## src/hdl/tcl_pkg.sv

```systemverilog
// ----------------------------------------------------------------------------
// tcl_pkg
// Shared types, token kind codes and character-class helpers for the
// token classifier lexer.
// ----------------------------------------------------------------------------
package tcl_pkg;

    // Pending token store depth (supported range 6 to 8)
    localparam int MAX_TOKEN_CHARS = 8;
    localparam int IDX_W           = $clog2(MAX_TOKEN_CHARS);
    localparam int CNT_W           = 4;
    localparam int NUM_WORDS       = 14;
    localparam int WORD_MAX_CHARS  = 6;

    localparam logic [30:0] NUM_MAX = 31'h7FFF_FFFF;

    // Token kind codes; keywords and symbols follow the word table order
    localparam logic [4:0] KIND_VAR    = 5'd0;
    localparam logic [4:0] KIND_IDENT  = 5'd14;
    localparam logic [4:0] KIND_NUMBER = 5'd15;
    localparam logic [4:0] KIND_ERROR  = 5'd16;
    localparam logic [4:0] KIND_END    = 5'd17;

    // Delimiter bytes
    localparam logic [7:0] CHAR_SPACE   = 8'h20;
    localparam logic [7:0] CHAR_NEWLINE = 8'h0A;

    typedef logic [MAX_TOKEN_CHARS-1:0][7:0] t_token_bytes;

    typedef struct packed {
        logic [7:0] char_in;
        logic       end_flag;
    } t_in_item;

    typedef struct packed {
        logic [4:0]  token_kind;
        logic [30:0] number_value;
        logic [63:0] name_chars;
        logic [3:0]  name_length;
        logic        overflow;
        logic        last;
    } t_out_item;

    // Classified token, everything but the last flag
    typedef struct packed {
        logic [4:0]  kind;
        logic [30:0] number_value;
        logic [63:0] name_chars;
        logic [3:0]  name_length;
        logic        overflow;
    } t_token;

    // State of the token being collected
    typedef struct packed {
        t_token_bytes     bytes;
        logic [CNT_W-1:0] count;
        logic             too_long;
        logic             all_digits;
        logic             ident_shape;
        logic [30:0]      acc;
        logic             saturated;
    } t_tok_state;

    // Output queue entry: an optional token followed by an optional end token
    typedef struct packed {
        logic   has_tok;
        logic   has_end;
        t_token tok;
    } t_entry;

    function automatic logic is_letter(input logic [7:0] c);
        return ((c >= 8'h61) && (c <= 8'h7A)) || ((c >= 8'h41) && (c <= 8'h5A));
    endfunction

    function automatic logic is_digit(input logic [7:0] c);
        return (c >= 8'h30) && (c <= 8'h39);
    endfunction

    // Keyword and symbol text, right aligned (last character in low byte)
    function automatic logic [8*WORD_MAX_CHARS-1:0] word_text(input int k);
        logic [8*WORD_MAX_CHARS-1:0] t;
        case (k)
            0:       t = 48'("var");
            1:       t = 48'("const");
            2:       t = 48'("lire");
            3:       t = 48'("ecrire");
            4:       t = 48'("-");
            5:       t = 48'("+");
            6:       t = 48'("/");
            7:       t = 48'("*");
            8:       t = 48'(",");
            9:       t = 48'(";");
            10:      t = 48'("(");
            11:      t = 48'(")");
            12:      t = 48'("=");
            13:      t = 48'(":=");
            default: t = '0;
        endcase
        return t;
    endfunction

    function automatic logic [CNT_W-1:0] word_len(input int k);
        logic [CNT_W-1:0] n;
        case (k)
            0:       n = CNT_W'(3);
            1:       n = CNT_W'(5);
            2:       n = CNT_W'(4);
            3:       n = CNT_W'(6);
            13:      n = CNT_W'(2);
            default: n = CNT_W'(1);
        endcase
        return n;
    endfunction

endpackage

```

## src/hdl/token_classifier_lexer_core.sv

```systemverilog
// ----------------------------------------------------------------------------
// token_classifier_lexer_core
// Whitespace-delimited lexer: collects source bytes into tokens and emits
// classified tokens plus an end token at end of input.
// ----------------------------------------------------------------------------
//  channel | valid   | ready   | payload             | item
//  --------+---------+---------+---------------------+-------------------------
//  input   | i_valid | o_ready | i_data (t_in_item)  | one source byte or end
//  output  | o_valid | i_ready | o_data (t_out_item) | one classified token
//
// One input item is taken per cycle while o_ready is high; token state
// updates on the same edge. A delimiter or end item that closes a token is
// classified in that cycle and written into a two-entry registered output
// queue. An end item with a token pending gives the token, then the end
// token. o_ready drops only while the second queue entry is occupied.
// Reset (synchronous, active low) clears token state and queue.
// ----------------------------------------------------------------------------
module token_classifier_lexer_core (
    input  logic                i_clk,
    input  logic                i_rst_n,
    input  logic                i_valid,
    output logic                o_ready,
    input  tcl_pkg::t_in_item   i_data,
    output logic                o_valid,
    input  logic                i_ready,
    output tcl_pkg::t_out_item  o_data
);

    tcl_pkg::t_tok_state r_st, n_st;
    tcl_pkg::t_entry     r_q0, n_q0;
    tcl_pkg::t_entry     r_q1, n_q1;
    tcl_pkg::t_token     cls_tok;
    tcl_pkg::t_entry     new_entry;

    logic        in_acc;
    logic        out_acc;
    logic        is_delim;
    logic        pending;
    logic        push;
    logic        dig;
    logic [34:0] acc_next;
    logic [tcl_pkg::IDX_W-1:0] wr_idx;

    assign o_ready  = !(r_q1.has_tok || r_q1.has_end);
    assign in_acc   = i_valid && o_ready;
    assign o_valid  = r_q0.has_tok || r_q0.has_end;
    assign out_acc  = o_valid && i_ready;

    assign is_delim = (i_data.char_in == tcl_pkg::CHAR_SPACE) ||
                      (i_data.char_in == tcl_pkg::CHAR_NEWLINE);
    assign pending  = (r_st.count != '0);
    assign dig      = tcl_pkg::is_digit(i_data.char_in);
    assign wr_idx   = r_st.count[tcl_pkg::IDX_W-1:0];

    // Multiply-by-ten accumulate of the next digit
    assign acc_next = 35'({r_st.acc, 3'b000}) + 35'({r_st.acc, 1'b0}) +
                      35'(i_data.char_in[3:0]);

    tcl_classify u_classify (
        .i_st    (r_st),
        .o_token (cls_tok)
    );

    // Token state update
    always_comb begin
        n_st = r_st;
        if (in_acc) begin
            if (i_data.end_flag || is_delim) begin
                n_st.count       = '0;
                n_st.too_long    = 1'b0;
                n_st.all_digits  = 1'b1;
                n_st.ident_shape = 1'b1;
                n_st.acc         = '0;
                n_st.saturated   = 1'b0;
            end else begin
                if (int'(r_st.count) < tcl_pkg::MAX_TOKEN_CHARS) begin
                    n_st.bytes[wr_idx] = i_data.char_in;
                    n_st.count         = r_st.count + 1'b1;
                end else begin
                    n_st.too_long = 1'b1;
                end
                if (!pending) begin
                    n_st.ident_shape = tcl_pkg::is_letter(i_data.char_in);
                end else if (!tcl_pkg::is_letter(i_data.char_in) && !dig) begin
                    n_st.ident_shape = 1'b0;
                end
                if (!dig) begin
                    n_st.all_digits = 1'b0;
                end else if (!r_st.saturated) begin
                    if (acc_next > 35'(tcl_pkg::NUM_MAX)) begin
                        n_st.acc       = tcl_pkg::NUM_MAX;
                        n_st.saturated = 1'b1;
                    end else begin
                        n_st.acc = acc_next[30:0];
                    end
                end
            end
        end
    end

    // New queue entry for a closing delimiter or an end item
    always_comb begin
        new_entry         = '0;
        new_entry.tok     = cls_tok;
        new_entry.has_tok = pending;
        new_entry.has_end = i_data.end_flag;
        push = in_acc && (i_data.end_flag || (is_delim && pending));
    end

    // Output queue: q0 drives the port, q1 is the skid entry
    always_comb begin
        n_q0 = r_q0;
        n_q1 = r_q1;
        if (out_acc) begin
            if (r_q0.has_tok && r_q0.has_end) begin
                // token delivered, end token still owed
                n_q0.has_tok = 1'b0;
            end else begin
                n_q0 = r_q1;
                n_q1 = '0;
            end
        end
        if (push) begin
            if (n_q0.has_tok || n_q0.has_end) begin
                n_q1 = new_entry;
            end else begin
                n_q0 = new_entry;
            end
        end
    end

    // Output payload from the head entry
    always_comb begin
        o_data = '0;
        if (r_q0.has_tok) begin
            o_data.token_kind   = r_q0.tok.kind;
            o_data.number_value = r_q0.tok.number_value;
            o_data.name_chars   = r_q0.tok.name_chars;
            o_data.name_length  = r_q0.tok.name_length;
            o_data.overflow     = r_q0.tok.overflow;
            o_data.last         = !r_q0.has_end;
        end else begin
            o_data.token_kind = tcl_pkg::KIND_END;
            o_data.last       = 1'b1;
        end
    end

    // Registers
    always_ff @(posedge i_clk) begin
        r_st.bytes <= n_st.bytes;
        r_q0.tok   <= n_q0.tok;
        r_q1.tok   <= n_q1.tok;
        if (!i_rst_n) begin
            r_st.count       <= '0;
            r_st.too_long    <= 1'b0;
            r_st.all_digits  <= 1'b1;
            r_st.ident_shape <= 1'b1;
            r_st.acc         <= '0;
            r_st.saturated   <= 1'b0;
            r_q0.has_tok     <= 1'b0;
            r_q0.has_end     <= 1'b0;
            r_q1.has_tok     <= 1'b0;
            r_q1.has_end     <= 1'b0;
        end else begin
            r_st.count       <= n_st.count;
            r_st.too_long    <= n_st.too_long;
            r_st.all_digits  <= n_st.all_digits;
            r_st.ident_shape <= n_st.ident_shape;
            r_st.acc         <= n_st.acc;
            r_st.saturated   <= n_st.saturated;
            r_q0.has_tok     <= n_q0.has_tok;
            r_q0.has_end     <= n_q0.has_end;
            r_q1.has_tok     <= n_q1.has_tok;
            r_q1.has_end     <= n_q1.has_end;
        end
    end

endmodule

```

## src/hdl/tcl_classify.sv

```systemverilog
// ----------------------------------------------------------------------------
// tcl_classify
// Classifies the pending token: keyword or symbol, identifier, number or
// error, and builds the result fields.
// ----------------------------------------------------------------------------
module tcl_classify (
    input  tcl_pkg::t_tok_state i_st,
    output tcl_pkg::t_token     o_token
);

    logic                  word_hit;
    logic [4:0]            word_kind;
    logic [63:0]           name;

    // Exact match against the keyword and symbol table; the lowest table index wins
    always_comb begin
        logic                                 m;
        logic [8*tcl_pkg::WORD_MAX_CHARS-1:0] txt;
        logic [tcl_pkg::CNT_W-1:0]            len;
        word_hit  = 1'b0;
        word_kind = tcl_pkg::KIND_VAR;
        for (int k = tcl_pkg::NUM_WORDS - 1; k >= 0; k--) begin
            txt = tcl_pkg::word_text(k);
            len = tcl_pkg::word_len(k);
            m   = (i_st.count == len) && !i_st.too_long;
            for (int i = 0; i < tcl_pkg::WORD_MAX_CHARS; i++) begin
                if ((i < int'(len)) && (i < tcl_pkg::MAX_TOKEN_CHARS)) begin
                    if (i_st.bytes[i] != txt[8*(int'(len)-1-i) +: 8]) begin
                        m = 1'b0;
                    end
                end
            end
            if (m) begin
                word_hit  = 1'b1;
                word_kind = tcl_pkg::KIND_VAR + 5'(k);
            end
        end
    end

    // Identifier bytes, first character in the low byte, zero padded
    always_comb begin
        name = '0;
        for (int i = 0; i < tcl_pkg::MAX_TOKEN_CHARS; i++) begin
            if (i < int'(i_st.count)) begin
                name[8*i +: 8] = i_st.bytes[i];
            end
        end
    end

    // Priority: word, identifier, number, error
    always_comb begin
        o_token = '0;
        if (word_hit) begin
            o_token.kind = word_kind;
        end else if (i_st.ident_shape) begin
            o_token.kind        = tcl_pkg::KIND_IDENT;
            o_token.name_chars  = name;
            o_token.name_length = 4'(i_st.count);
            o_token.overflow    = i_st.too_long;
        end else if (i_st.all_digits) begin
            o_token.kind         = tcl_pkg::KIND_NUMBER;
            o_token.number_value = i_st.acc;
            o_token.overflow     = i_st.saturated;
        end else begin
            o_token.kind = tcl_pkg::KIND_ERROR;
        end
    end

endmodule
```

## config.mk

```make
export PLATFORM = sky130hd
export DESIGN_NAME = token_classifier_lexer_core
export DESIGN_NICKNAME = d
export VERILOG_FILES = /design/src/hdl/tcl_pkg.sv /design/src/hdl/token_classifier_lexer_core.sv /design/src/hdl/tcl_classify.sv
export SDC_FILE = /design/constraint.sdc
export NUM_CORES = 1
export LEC_CHECK = 0
export ABC_CLOCK_PERIOD_IN_PS = 4150
export BUFFER_PORTS_ARGS = -buffer_cell sky130_fd_sc_hd__clkbuf_2
export CORE_UTILIZATION = 58
export CTS_BUF_LIST = sky130_fd_sc_hd__clkbuf_16
export DETAILED_ROUTE_END_ITERATION = 12
export PLACE_DENSITY = 0.88
export SYNTH_ARGS = -nofsm -noshare
export SYNTH_HDL_FRONTEND = slang
export SYNTH_SLANG_ARGS = --single-unit
```

## constraint.sdc

```tcl
create_clock -name i_clk -period 4.15 [get_ports i_clk]
set_input_delay 0.2075 -clock i_clk [delete_from_list [all_inputs] [get_ports i_clk]]
set_output_delay 0.2075 -clock i_clk [all_outputs]
set_load 0.005 [all_outputs]
```

Yosys cells after proc, flatten, opt, wreduce, memory -nomap -nowiden
Cells that the tools add are included.

Bits in registers: 317. Input bits: 13. Output and inout bits: 108. Logic and storage cells: 226.

Add/subtract/negate cells: 3. $lt $le $gt $ge: 18. Eq/ne operators: 39. Multiplexer cells: 99. Bitwise operators: 1. Reduce and logical (&&, ||, !) cells: 38.

Operators with widths (number): 107-bit 2-to-1 mux (7); 100-bit 2-to-1 mux (2); 8-bit by 7-bit != test with 1-bit output, second input constant (16); 106-bit 2-to-1 mux (1); 31-bit 2-to-1 mux (3); 8-bit by 6-bit != test with 1-bit output, second input constant (11); 5-bit 2-to-1 mux (17); 8-bit 2-to-1 mux (9); 68-bit 2-to-1 mux (1); 64-bit bitwise mux (1); 32-bit 2-to-1 mux (2); 1-bit 2-to-1 mux (52); 39-bit 2-to-1 mux (1); 34-bit by 32-bit adder with 35-bit output (1); 35-bit by 4-bit adder with 35-bit output (1); 35-bit by 31-bit greater-than comparator with 1-bit output, second input constant (1); 8-bit demux with 3-bit select (1); 8-bit by 7-bit >= comparator with 1-bit output, second input constant (2); 8-bit by 7-bit <= comparator with 1-bit output, second input constant (2); 1-bit logical AND (16); 3-bit by 4-bit less-than comparator with 1-bit output, first input constant (4); 4-bit by 3-bit == test with 1-bit output, second input constant (3); 2-bit AND reduction (5); 4-bit by 2-bit == test with 1-bit output, second input constant (2); other kinds (21) (37).

Longest topological paths before layout
Depth after elaboration: 21. Gate-level depth with buffers: 15. Depth with buffers taken out: 13.

Hierarchy
From an unflattened synthesis, not the netlist that was laid out.

Cells, all modules: 1936. Area, all modules: 16324.4 um^2.

Modules (own cells, without submodules): token_classifier_lexer_core (instances 1, cells each 1675, area each 14834.2 um^2, seq. area each 6986.7 um^2); tcl_classify (instances 1, cells each 261, area each 1490.2 um^2, seq. area each 0.0 um^2).

Worst setup path before layout
No wires, ideal clock.

Kind: reg2reg. Start point: reg r_st[1] (netlist name). End point: reg r_st[20] (netlist name). Setup time: 117 ps. Arrival: 3131 ps. Data required time: 4033 ps. Slack: 903 ps. Cell stages (with the launch flop): 14. Cell sequence: dfxtp_1 -> inv_1 -> fa_1 -> inv_1 -> ha_1 -> a21oi_1 -> nor2b_1 -> a311o_1 -> a21oi_1 -> nand2_1 -> a21o_1 -> a211o_1 -> a211o_1 -> a22o_1.

Cells in the longest elaborated chain, start to end: 7.

Ends and longest elaborated chain: start, declared (line token_classifier_lexer_core.sv:29) `tcl_pkg::t_tok_state r_st, n_st;`; 34-bit by 32-bit adder with 35-bit output (*) (line token_classifier_lexer_core.sv:56) `assign acc_next = 35'({r_st.acc, 3'b000}) + 35'({r_st.acc, 1'b0}) +`; 35-bit by 4-bit adder with 35-bit output (*) (line token_classifier_lexer_core.sv:56); 35-bit by 31-bit greater-than comparator with 1-bit output (line token_classifier_lexer_core.sv:90) `if (acc_next > 35'(tcl_pkg::NUM_MAX)) begin`; 31-bit 2-to-1 mux (*) (line token_classifier_lexer_core.sv:90); 32-bit 2-to-1 mux (*) (line token_classifier_lexer_core.sv:89) `end else if (!r_st.saturated) begin`; 32-bit 2-to-1 mux (*) (line token_classifier_lexer_core.sv:87) `if (!dig) begin`; 39-bit 2-to-1 mux (*) (line token_classifier_lexer_core.sv:68) `if (i_data.end_flag || is_delim) begin`.

Every way passes the cells marked *; elsewhere a longest branch is shown, timed or not. The select of a mux whose other input is x is not followed. A chain may end at the register's enable or synchronous reset.

Worst setup path after layout
Start point: reg r_st[1] (netlist name). End point: reg r_st[0] (netlist name).

Cells in the longest elaborated chain, start to end: 7.

Ends and longest elaborated chain (line): 34-bit by 32-bit adder with 35-bit output (token_classifier_lexer_core.sv:56); 35-bit by 4-bit adder with 35-bit output (token_classifier_lexer_core.sv:56); 35-bit by 31-bit greater-than comparator with 1-bit output (token_classifier_lexer_core.sv:90); 1-bit 2-to-1 mux (token_classifier_lexer_core.sv:90); 32-bit 2-to-1 mux (token_classifier_lexer_core.sv:89); 32-bit 2-to-1 mux (token_classifier_lexer_core.sv:87); 39-bit 2-to-1 mux (token_classifier_lexer_core.sv:68).

Every way passes these cells. The select of a mux whose other input is x is not followed.

==> impl_metrics.tcl <==
set metrics [dict create \
    drtAntennaViolNets 0 \
    drt_pass1_iterations 7 \
    timing.fmax_mhz 265.5 \
    synth_top_flop_cell "dfxtp_1" \
    timing.final.crit_period_ns 3.766 \
    netSwitchingPower_mw 1.392 \
    wirelength_um 39060 \
    vias_per_cell 6.367 \
    final_cell_area_mm2 0.01689 \
    grt_util_all_layers 0.2869 \
    ir_worst_vdd_v 0.0003405 \
    coreArea_mm2 0.02533 \
    antenna_found_initial 1 \
    seq_area_frac_synth 0.4632 \
    hold_end "r_q0[106]" \
    p_seq_frac 0.524 \
    ys_warn_count 0 \
    wire_per_inst_um 19.89 \
    htreeDepth 1 \
    r2r-end "r_st[0]" \
    status "complete, no violations" \
    clk_pin_slew_ns 0.06 \
    worst_hold_slack_ns 0.1157 \
    fill_cells 1932 \
    cp-end-kind "flip-flop" \
    synth_edf_count 64 \
    dp_hpwl_um 26070 \
    worstPathMaxFanout 19 \
    worst_slew_pin_slew_ns 1.009 \
    path_class "flip-flop to flip-flop" \
    postSynthCellCount 1533 \
    setup_viol 0 \
    num_vias 12510 \
    pin_count 121 \
    rsz0062_at_grt "false" \
    postCtsSetupBuffers 0 \
    initial_core_util 0.5955 \
    cp-start-kind "flip-flop" \
    layout_commonest_cell "dfxtp_1" \
    finalNonFillerCells 1964 \
    place_area_mm2 0.01590 \
    die_h_um 163.3 \
    layout-drive-gt1-share 0.1421 \
    synthArstFlopShare 0 \
    portBuffers 120 \
    ff2ff_setup_slack_ns 0.38 \
    die_w_um 163.3 \
    place_ws_ns 0.4255 \
    insertion_delay_ns 0.57 \
    gr-total-overflow 0 \
    worst_ep_required_time_ns 4.60 \
    root_buffer "clkbuf_16" \
    ff2ff_path_depth 12 \
    slew_headroom 0.3276 \
    switching_share 0.2270 \
    cap_violations 0 \
    timing.rr.start "r_st[1]" \
    syn2layout_area_growth_pct 11.96 \
    syn_nets 1612 \
    syn_avg_cell_area_um2 9.839 \
    grt_max_degree 165 \
    globalplace.congestion 0.9574 \
    p_leak_nw 7.441 \
    cts_tree "done" \
    grt_first_pass_wirelength_um 61230 \
    cts.path.max_buffers 3 \
    finalHoldViolCount 0 \
    grt_pass1_vias 11780 \
    cts_buffers 31 \
    pwr-share-comb 0.041 \
    cts.sinks 317 \
    fin_setup_tns_ns 0 \
    final_nets 1687 \
    fin_crit_sh 0.9074 \
    finalPower_mw 6.131 \
    skew_ns 0.009997 \
    layout_common_cells "dfxtp_1, clkbuf_2, nand3_1, and2_1, mux2i_1" \
    rows 58 \
    syn-cell-area_mm2 0.01508 \
    finalMaxSlewViolations 0 \
    synth_cell_types 80 \
    hp-class "input port to flip-flop" \
    cp_data_arrival_time_ns 4.22 \
    power_density_mw_per_mm2 363.1 \
    hold-path-cell-count 4 \
    finalWorstSetupSlack_ns 0.3842 \
    p_int_mw 4.739 \
    fin_util 0.6668 \
    synth-seq-cells 317 \
    route.detailed.drc 0 \
    p_clk_frac 0.436 \
    drt_iter0_markers 1163 \
    min_from "i_ready" \
    placed_cells 1903 \
    dieArea_mm2 0.02665 \
]
-- kinds of logic after synthesis --
kind of cell / count (synthesis) / synth area share
AND/OR/NAND/NOR: 508 / 0.1788
buffers and inverters: 124 / 0.03368
flip-flops: 317 / 0.4632
AO/OA/AOI/OAI: 382 / 0.1803
XOR/XNOR: 29 / 0.01684
adder cells (fa/ha/maj): 67 / 0.05641
multiplexers: 106 / 0.07084
-- critical path: stages, from the launching register on --
cell      delay [ns]
dfxtp_1         0.43
inv_1           0.10
fa_1            0.51
fa_1            0.47
nand2b_1        0.17
a21o_1          0.18
a21oi_1         0.30
a21o_1          0.21
o21ai_0         0.15
o21bai_1        0.23
a21o_1          0.35
nor2_4          0.19
o41ai_1         0.35
-- state kept, by name, summed over array words and instances (netlist names) --
register,flops
r_q0,107
r_q1,107
r_st,103
-- cell usage after synthesis, types with 13 or more instances --
master     count  area share
nand3_1      116       0.038
nand4_1       27       0.011
clkbuf_1      76       0.019
mux2i_1      100       0.066
a22o_1        49       0.028
o21ai_0       82       0.027
and2_1       112       0.046
nor3_1        28      0.0093
nand2_1       98       0.024
a21o_1        18      0.0090
a211oi_1      16      0.0080
a21oi_1       81       0.027
inv_1         19      0.0047
ha_1          64       0.053
o2bb2ai_1     48       0.028
edfxtp_1      64        0.13
a32o_1        16       0.011
buf_1         13      0.0032
nor2_1        63       0.016
nand2b_1      13      0.0054
xnor2_1       18       0.010
dfxtp_1      253        0.34
-- per-layer routing --
| layer | share of wire | track usage |
|---|---|---|
| met1 | 0.43 | 0.3909 |
| met2 | 0.47 | 0.4644 |
| met3 | 0.073 | 0.03784 |
| met4 | 0.028 | 0.1054 |
| met5 | 0 | 0 |
-- power groups by stage --
stage                     clock network, mW  registers, mW  logic, mW
final                                  2.67           3.21      0.250
after global routing                   2.82           3.21      0.268
after CTS                              2.70           3.21      0.244
after detailed placement                  0           3.28      0.240
after global placement                    0           3.28      0.236
after floorplan                           0           3.26      0.168
-- area by class of cell --
class	count	area, µm²	share of cell area
clock buffers	31	775.7	0.04594
clock inverters	27	185.2	0.01097
multi-input cells	1092	7630	0.4518
well taps	330	412.9	0.02445
flip-flops and latches	317	6988	0.4138
diodes	1	2.502	0.0001482
repair buffers	146	813.3	0.04816
inverters	20	80.08	0.004742
-- worst max path at each step --
| stage | from | endpoint | slack (ns) | depth (start not counted) |
|---|---|---|---|---|
| final | r_st[1] | r_st[0] | 0.38 | 12 |
| after CTS | r_st[1] | r_st[0] | 0.40 | 12 |
| after global placement | r_st[1] | r_st[4] | 0.53 | 13 |
| after global routing | r_st[1] | r_st[0] | 0.14 | 12 |
| after detailed placement | r_st[1] | r_st[0] | 0.43 | 12 |
| after floorplan | r_st[1] | r_st[20] | 0.90 | 13 |
-- timing repair --
item	in CTS	in global routing
hold buffers	2	0
endpoints found under the hold margin	3	0
gates resized for setup	0	0
(Power assumes the default switching activity.)
